### src/hdl/mtf_pkg.sv
// Package for the move-to-front recency list: sizes, state type.
`timescale 1ns / 1ps
`default_nettype none

package mtf_pkg;

    localparam int LIST_DEPTH = 32;
    localparam int ADDR_W     = $clog2(LIST_DEPTH);
    localparam int POS_W      = $clog2(LIST_DEPTH + 1);
    localparam int INDEX_W    = 8;
    localparam int RANK_W     = 5;
    localparam int HITPOS_W   = 6;

    typedef enum logic [2:0] {
        ST_IDLE,
        ST_RANK_WAIT,
        ST_SEARCH,
        ST_SHIFT,
        ST_FRONT,
        ST_DONE
    } mtf_state_t;

endpackage

`default_nettype wire

### src/hdl/mtf_ram.sv
// Generic single-write, single-read RAM with a registered read port.
`timescale 1ns / 1ps
`default_nettype none

module mtf_ram #(
    parameter int WIDTH = 8,
    parameter int DEPTH = 32
) (
    input  wire logic                     aclk,
    input  wire logic                     wr_en,
    input  wire logic [$clog2(DEPTH)-1:0] wr_addr,
    input  wire logic [WIDTH-1:0]         wr_data,
    input  wire logic [$clog2(DEPTH)-1:0] rd_addr,
    output logic      [WIDTH-1:0]         rd_data
);

    logic [WIDTH-1:0] mem_reg [DEPTH];

    always_ff @(posedge aclk) begin
        if (wr_en) begin
            mem_reg[wr_addr] <= wr_data;
        end
        rd_data <= mem_reg[rd_addr];
    end

endmodule

`default_nettype wire

### src/hdl/move_to_front_recent_list.sv
// Top level of the move-to-front recency list of palette indices.
//
// The block keeps a list of recently used palette indices, position 0 being
// the most recent. Each request on the slave channel either selects a colour
// index directly (s_tuser low) or selects the entry a given rank from the end
// of the list (s_tuser high). The selected index is moved to the front and
// one result is delivered on the master channel: the index, a hit flag and
// the position where it was found (the list depth on a miss).
// The list lives in a small RAM; one sequencer walks it one entry a cycle,
// first searching from the end towards the front, then moving entries up.
// Both walks share the single RAM read port. A rank request first reads the
// ranked entry from the RAM, in the ST_RANK_WAIT state, before the search.
// s_tready is high only while the sequencer is idle, so one request is in
// flight at a time and the next is taken once the sequencer has stored a
// result and returned to idle.
// The result is held in an output register; a stalled receiver keeps it
// there, and the block may take and work on the next request meanwhile,
// waiting only when that request's result is ready to be stored.
// After reset (aresetn low, synchronous) the whole list reads as zero at
// once, through per-entry valid flags, and no result is pending.
`timescale 1ns / 1ps
`default_nettype none

module move_to_front_recent_list
    import mtf_pkg::*;
(
    input  wire logic        aclk,
    input  wire logic        aresetn,
    // Request channel
    input  wire logic        s_tvalid,
    output logic             s_tready,
    input  wire logic [15:0] s_tdata,   // [7:0] color_index, [12:8] recent_rank
    input  wire logic [0:0]  s_tuser,   // [0] func
    // Result channel
    output logic             m_tvalid,
    input  wire logic        m_tready,
    output logic      [15:0] m_tdata    // [7:0] selected_index, [8] hit,
                                        // [14:9] hit_position
);

    mtf_state_t           state_reg, state_next;
    logic [INDEX_W-1:0]   value_reg, value_next;
    logic [ADDR_W-1:0]    addr_reg, addr_next;       // next address to read
    logic                 more_reg, more_next;       // reads left to issue
    logic [ADDR_W-1:0]    cmp_addr_reg, cmp_addr_next; // address of rd data
    logic                 cmp_vld_reg, cmp_vld_next;
    logic [POS_W-1:0]     pos_reg, pos_next;
    logic                 found_reg, found_next;
    logic [LIST_DEPTH-1:0] valid_reg;
    logic                 rd_valid_reg;

    logic                 m_tvalid_reg, m_tvalid_next;
    logic [INDEX_W-1:0]   out_index_reg, out_index_next;
    logic                 out_hit_reg, out_hit_next;
    logic [HITPOS_W-1:0]  out_pos_reg, out_pos_next;

    logic                 wr_en;
    logic [ADDR_W-1:0]    wr_addr;
    logic [INDEX_W-1:0]   wr_data;
    logic [ADDR_W-1:0]    rd_addr;
    logic [INDEX_W-1:0]   ram_q;
    logic [INDEX_W-1:0]   entry;

    logic                 in_accept;
    logic [INDEX_W-1:0]   in_color;
    logic [RANK_W-1:0]    in_rank;
    logic [ADDR_W-1:0]    rank_addr;
    logic [ADDR_W-1:0]    shift_top;

    assign in_color  = s_tdata[INDEX_W-1:0];
    assign in_rank   = s_tdata[INDEX_W+RANK_W-1:INDEX_W];
    assign s_tready  = (state_reg == ST_IDLE);
    assign in_accept = s_tvalid && s_tready;

    // Entries never written since reset read as zero.
    assign entry = rd_valid_reg ? ram_q : '0;

    // A rank beyond the list end saturates to the front entry.
    always_comb begin
        if (int'(in_rank) >= LIST_DEPTH) begin
            rank_addr = '0;
        end else begin
            rank_addr = ADDR_W'(LIST_DEPTH - 1 - int'(in_rank));
        end
    end

    mtf_ram #(
        .WIDTH (INDEX_W),
        .DEPTH (LIST_DEPTH)
    ) u_list_ram (
        .aclk    (aclk),
        .wr_en   (wr_en),
        .wr_addr (wr_addr),
        .wr_data (wr_data),
        .rd_addr (rd_addr),
        .rd_data (ram_q)
    );

    always_ff @(posedge aclk) begin
        if (!aresetn) begin
            state_reg    <= ST_IDLE;
            more_reg     <= 1'b0;
            cmp_vld_reg  <= 1'b0;
            valid_reg    <= '0;
            rd_valid_reg <= 1'b0;
            m_tvalid_reg <= 1'b0;
        end else begin
            state_reg    <= state_next;
            more_reg     <= more_next;
            cmp_vld_reg  <= cmp_vld_next;
            rd_valid_reg <= valid_reg[rd_addr];
            if (wr_en) begin
                valid_reg[wr_addr] <= 1'b1;
            end
            m_tvalid_reg <= m_tvalid_next;
        end
        value_reg     <= value_next;
        addr_reg      <= addr_next;
        cmp_addr_reg  <= cmp_addr_next;
        pos_reg       <= pos_next;
        found_reg     <= found_next;
        out_index_reg <= out_index_next;
        out_hit_reg   <= out_hit_next;
        out_pos_reg   <= out_pos_next;
    end

    always_comb begin
        state_next     = state_reg;
        value_next     = value_reg;
        addr_next      = addr_reg;
        more_next      = more_reg;
        cmp_addr_next  = cmp_addr_reg;
        cmp_vld_next   = 1'b0;
        pos_next       = pos_reg;
        found_next     = found_reg;
        m_tvalid_next  = m_tvalid_reg && !m_tready;
        out_index_next = out_index_reg;
        out_hit_next   = out_hit_reg;
        out_pos_next   = out_pos_reg;
        rd_addr        = addr_reg;
        wr_en          = 1'b0;
        wr_addr        = cmp_addr_reg + 1'b1;
        wr_data        = entry;
        shift_top      = found_reg ? pos_reg[ADDR_W-1:0] : ADDR_W'(LIST_DEPTH - 1);

        case (state_reg)
            ST_IDLE: begin
                rd_addr = rank_addr;
                if (in_accept) begin
                    value_next = in_color;
                    addr_next  = ADDR_W'(LIST_DEPTH - 1);
                    more_next  = 1'b1;
                    found_next = 1'b0;
                    pos_next   = POS_W'(LIST_DEPTH);
                    state_next = s_tuser[0] ? ST_RANK_WAIT : ST_SEARCH;
                end
            end

            ST_RANK_WAIT: begin
                value_next = entry;
                state_next = ST_SEARCH;
            end

            ST_SEARCH: begin
                // Issue reads from the list end down; compare each in the following cycle.
                if (more_reg) begin
                    cmp_addr_next = addr_reg;
                    cmp_vld_next  = 1'b1;
                    addr_next     = addr_reg - 1'b1;
                    more_next     = (addr_reg != '0);
                end
                if (cmp_vld_reg && (entry == value_reg)) begin
                    found_next = 1'b1;
                    pos_next   = POS_W'(cmp_addr_reg);
                    shift_top  = cmp_addr_reg;
                end
                if (cmp_vld_reg && ((entry == value_reg) || (cmp_addr_reg == '0))) begin
                    addr_next    = shift_top - 1'b1;
                    more_next    = (shift_top != '0);
                    cmp_vld_next = 1'b0;
                    state_next   = ST_SHIFT;
                end
            end

            ST_SHIFT: begin
                // Entry read last cycle is written one place further back.
                if (more_reg) begin
                    cmp_addr_next = addr_reg;
                    cmp_vld_next  = 1'b1;
                    addr_next     = addr_reg - 1'b1;
                    more_next     = (addr_reg != '0);
                end
                if (cmp_vld_reg) begin
                    wr_en = 1'b1;
                end
                if (!more_reg && (!cmp_vld_reg || (cmp_addr_reg == '0))) begin
                    cmp_vld_next = 1'b0;
                    state_next   = ST_FRONT;
                end
            end

            ST_FRONT: begin
                wr_en      = 1'b1;
                wr_addr    = '0;
                wr_data    = value_reg;
                state_next = ST_DONE;
            end

            ST_DONE: begin
                if (!m_tvalid_reg || m_tready) begin
                    m_tvalid_next  = 1'b1;
                    out_index_next = value_reg;
                    out_hit_next   = found_reg;
                    out_pos_next   = HITPOS_W'(pos_reg);
                    state_next     = ST_IDLE;
                end
            end

            default: begin
                state_next = ST_IDLE;
            end
        endcase
    end

    assign m_tvalid = m_tvalid_reg;
    assign m_tdata  = {1'b0, out_pos_reg, out_hit_reg, out_index_reg};

endmodule

`default_nettype wire
### config.mk
export PLATFORM = sky130hd
export DESIGN_NAME = move_to_front_recent_list
export DESIGN_NICKNAME = d
export VERILOG_FILES = /design/src/hdl/mtf_pkg.sv /design/src/hdl/mtf_ram.sv /design/src/hdl/move_to_front_recent_list.sv
export SDC_FILE = /design/constraint.sdc
export NUM_CORES = 1
export LEC_CHECK = 0
export BUFFER_PORTS_ARGS = -buffer_cell sky130_fd_sc_hd__buf_4
export CAP_MARGIN = 25
export CORE_MARGIN = 5
export CORE_UTILIZATION = 34
export DETAILED_ROUTE_END_ITERATION = 16
export PLACE_DENSITY = 0.47
export SETUP_SLACK_MARGIN = 0.02
export SKIP_CTS_REPAIR_TIMING = 1
export SYNTH_ARGS = -nofsm -noshare
export SYNTH_HDL_FRONTEND = slang
export SYNTH_SLANG_ARGS = --single-unit
export TNS_END_PERCENT = 50
### constraint.sdc
create_clock -name aclk -period 3.6 [get_ports aclk]
set_input_delay 0.54 -clock aclk [delete_from_list [all_inputs] [get_ports aclk]]
set_output_delay 0.54 -clock aclk [all_outputs]
set_load 0.005 [all_outputs]
==> flow_metrics.tcl <==
set metrics [dict create \
    setup_violations 0 \
    drtIter0Drc 617 \
    start_util 0.342 \
    grt_pass1_wl_um 56300 \
    fin_crit_sh 0.847 \
    synth_ff_type "edfxtp_1" \
    drc_errors 0 \
    die_w_um 215 \
    die-area_um2 46300 \
    synthCells 1114 \
    fin_area_um2 16600 \
    synth_top_family_by_area "simple AND/OR/NAND/NOR gates" \
    crit_buf_inv 2 \
    syn-num-nets 1139 \
    fill_cells 3924 \
    num_vias 9038 \
    drv_cap 0 \
    fin_nets 1202 \
    critical_path_peak_fanout 64 \
    core_area_um2 41900 \
    cp_cell_sequence "or3_1 > clkinv_2 > mux2_4 > buf_12 > and2_1 > a211oi_1 > a31oi_1 > o22ai_1 > nor4_2" \
    clock_sinks 343 \
    p_per_area_nw_per_um2 612 \
    clkTransAtPathRegs_ns 0.06 \
    track_usage 0.158 \
    drive_above_1_share 0.154 \
    power.total_mw 10.2 \
    rsz0062_at_grt "false" \
    finalHoldViolCount 0 \
    die_y_um 215 \
    arrival_ns 3.44 \
    diodes 0 \
    gp_congestion 0.794 \
    io_pins 39 \
    crit_path_end_kind "register" \
    clock_skew_ns 0.0189 \
    ys_ff_latch 343 \
    antenna_found_initial 0 \
    synth_area_per_cell_um2 12.9 \
    cp_slowest_stage_delay_ns 0.53 \
    slowest_stage "or3_1" \
    worstMarginPinSlew_ns 1.02 \
    viasPerCell 5.19 \
    cts_buffers 39 \
    finalCriticalPeriod_ns 3.05 \
    clock_latency_ns 0.55 \
    cpLargestDelayFamily "simple AND/OR/NAND/NOR gates" \
    cts-htree-levels 2 \
    synth.cell_area_um2 14300 \
    num_rows 75 \
    hold_path.class "input pin to register" \
    synth-adder-area-share 0.00349 \
    outcome "completed" \
    grt_max_degree 73 \
    yosys.area_share.simple 0.126 \
    slew-limit-headroom 0.317 \
    finalSetupTns_ns 0 \
    yosys_warnings 0 \
    synth_mux_area_frac 0.0204 \
    wl_um 36900 \
    synth_xor_area_frac 0.0104 \
    drt_pass1_iterations 7 \
    numPortBuffers 34 \
    syn2layout_area_growth_pct 16.0 \
    antenna_left 0 \
    crit_type "register to register" \
    ys_seq_area_frac 0.686 \
    placedInstanceArea_um2 15400 \
    dp_hpwl_um 23400 \
    synth-edff-count 296 \
    max-clock-path-buffers 3 \
    maxSlewViolCount 0 \
    leakage_nw 5.60 \
    first_global_vias 8938 \
    cts_tree "yes" \
    synth-compound-area-share 0.123 \
    clock.fmax_mhz 328 \
    synth-async-reset-ratio 0 \
    start_kind "register" \
    grt_overflow_total 0 \
    wl_per_cell_um 21.2 \
    ir_drop_uv 352 \
    yosysUniqueCellTypes 55 \
    root_buffer "clkbuf_16" \
    worst_ep_required_time_ns 4.00 \
    final_util 0.397 \
    largest_register_ffs 256 \
]
final timing paths:
kind / startpoint / endpoint / slack [ns] / cells past startpoint
worst min register to register: pos_reg[5] / out_pos_reg[5] / 0.44 / 0
worst min-delay path: s_tdata[5] / value_reg[5] / 0.29 / 3
worst max-delay path: state_reg[2] / u_list_ram.rd_data[6] / 0.55 / 9
worst max register to register: state_reg[2] / u_list_ram.rd_data[6] / 0.55 / 9
metal layers:
layer	track usage	part of all wire
met2	0.250	0.46
met5	0	0
met1	0.229	0.48
met4	0.0358	0.018
met3	0.0297	0.044
cell usage in the layout, fill, tap and decap left out, types with 17 or more instances in the layout:
cell       netlist  final
a211oi_1        64     64
nand2_1        199    199
a21oi_1         19     19
nand3_1         18     18
dfxtp_1         47     47
o21ai_0         25     17
edfxtp_1       296    296
buf_4           10     88
a31oi_1         67     67
nor2_1          50     49
clkbuf_16        0     39
and2_1          63     63
o22ai_1         36     36
o21a_1          34     33
area by class of cell:
type | instances | area, um^2 | share of cell area
Timing Repair Buffer | 96 | 798 | 0.0480
Clock inverter | 20 | 150 | 0.00904
Multi-Input combinational cell | 685 | 4110 | 0.247
Inverter | 12 | 46.3 | 0.00279
Clock buffer | 48 | 1010 | 0.0608
Tap cell | 539 | 674 | 0.0406
Sequential cell | 343 | 9830 | 0.592
worst register-to-register path, cell delays in order (launching register included):
cell and delay (ns):
dfxtp_1 0.39, or3_1 0.54, clkinv_2 0.16, mux2_4 0.44
buf_12 0.24, and2_1 0.23, a211oi_1 0.26, a31oi_1 0.09
o22ai_1 0.44, nor4_2 0.12
stage by stage:
stage / instances / hold slack, ns / setup slack, ns
floorplan: 1114 / 0.400 / 0.629
global placement: 1669 / 0.413 / 0.541
detailed placement: 1674 / 0.430 / 0.564
CTS: 1742 / 0.257 / 0.540
global route: 1743 / 0.285 / 0.358
finish: 1743 / 0.287 / 0.552
cell usage after synthesis (18+ instances only):
library cell,instances,area share
nand3_1,18,0.0063
o21ai_0,25,0.0087
o21a_1,34,0.018
buf_2,18,0.0063
nand2_1,199,0.052
a211oi_1,64,0.034
a31oi_1,67,0.029
nor2_1,50,0.013
a21oi_1,19,0.0066
dfxtp_1,47,0.066
o22ai_1,36,0.016
edfxtp_1,296,0.62
and2_1,63,0.028
clkbuf_1,37,0.0097
logic make-up (layout without fill, tap and decap cells):
kind of cell | Yosys count | count (layout)
adders and majority gates | 4 | 4
muxes | 16 | 16
xor gates and xnor gates | 17 | 17
buffers and inverters | 86 | 176
DFF | 343 | 343
other | 1 | 1
and+or+nand+nor | 382 | 382
AOI/OAI and AO/OA | 265 | 265
where the power goes:
part           leakage (nW)  switching (mW)  internal, mW
clock network         0.569            1.54          2.13
registers              3.09           0.128          4.59
logic                  1.94            1.21         0.557
Power figures use the tool's default switching activity.
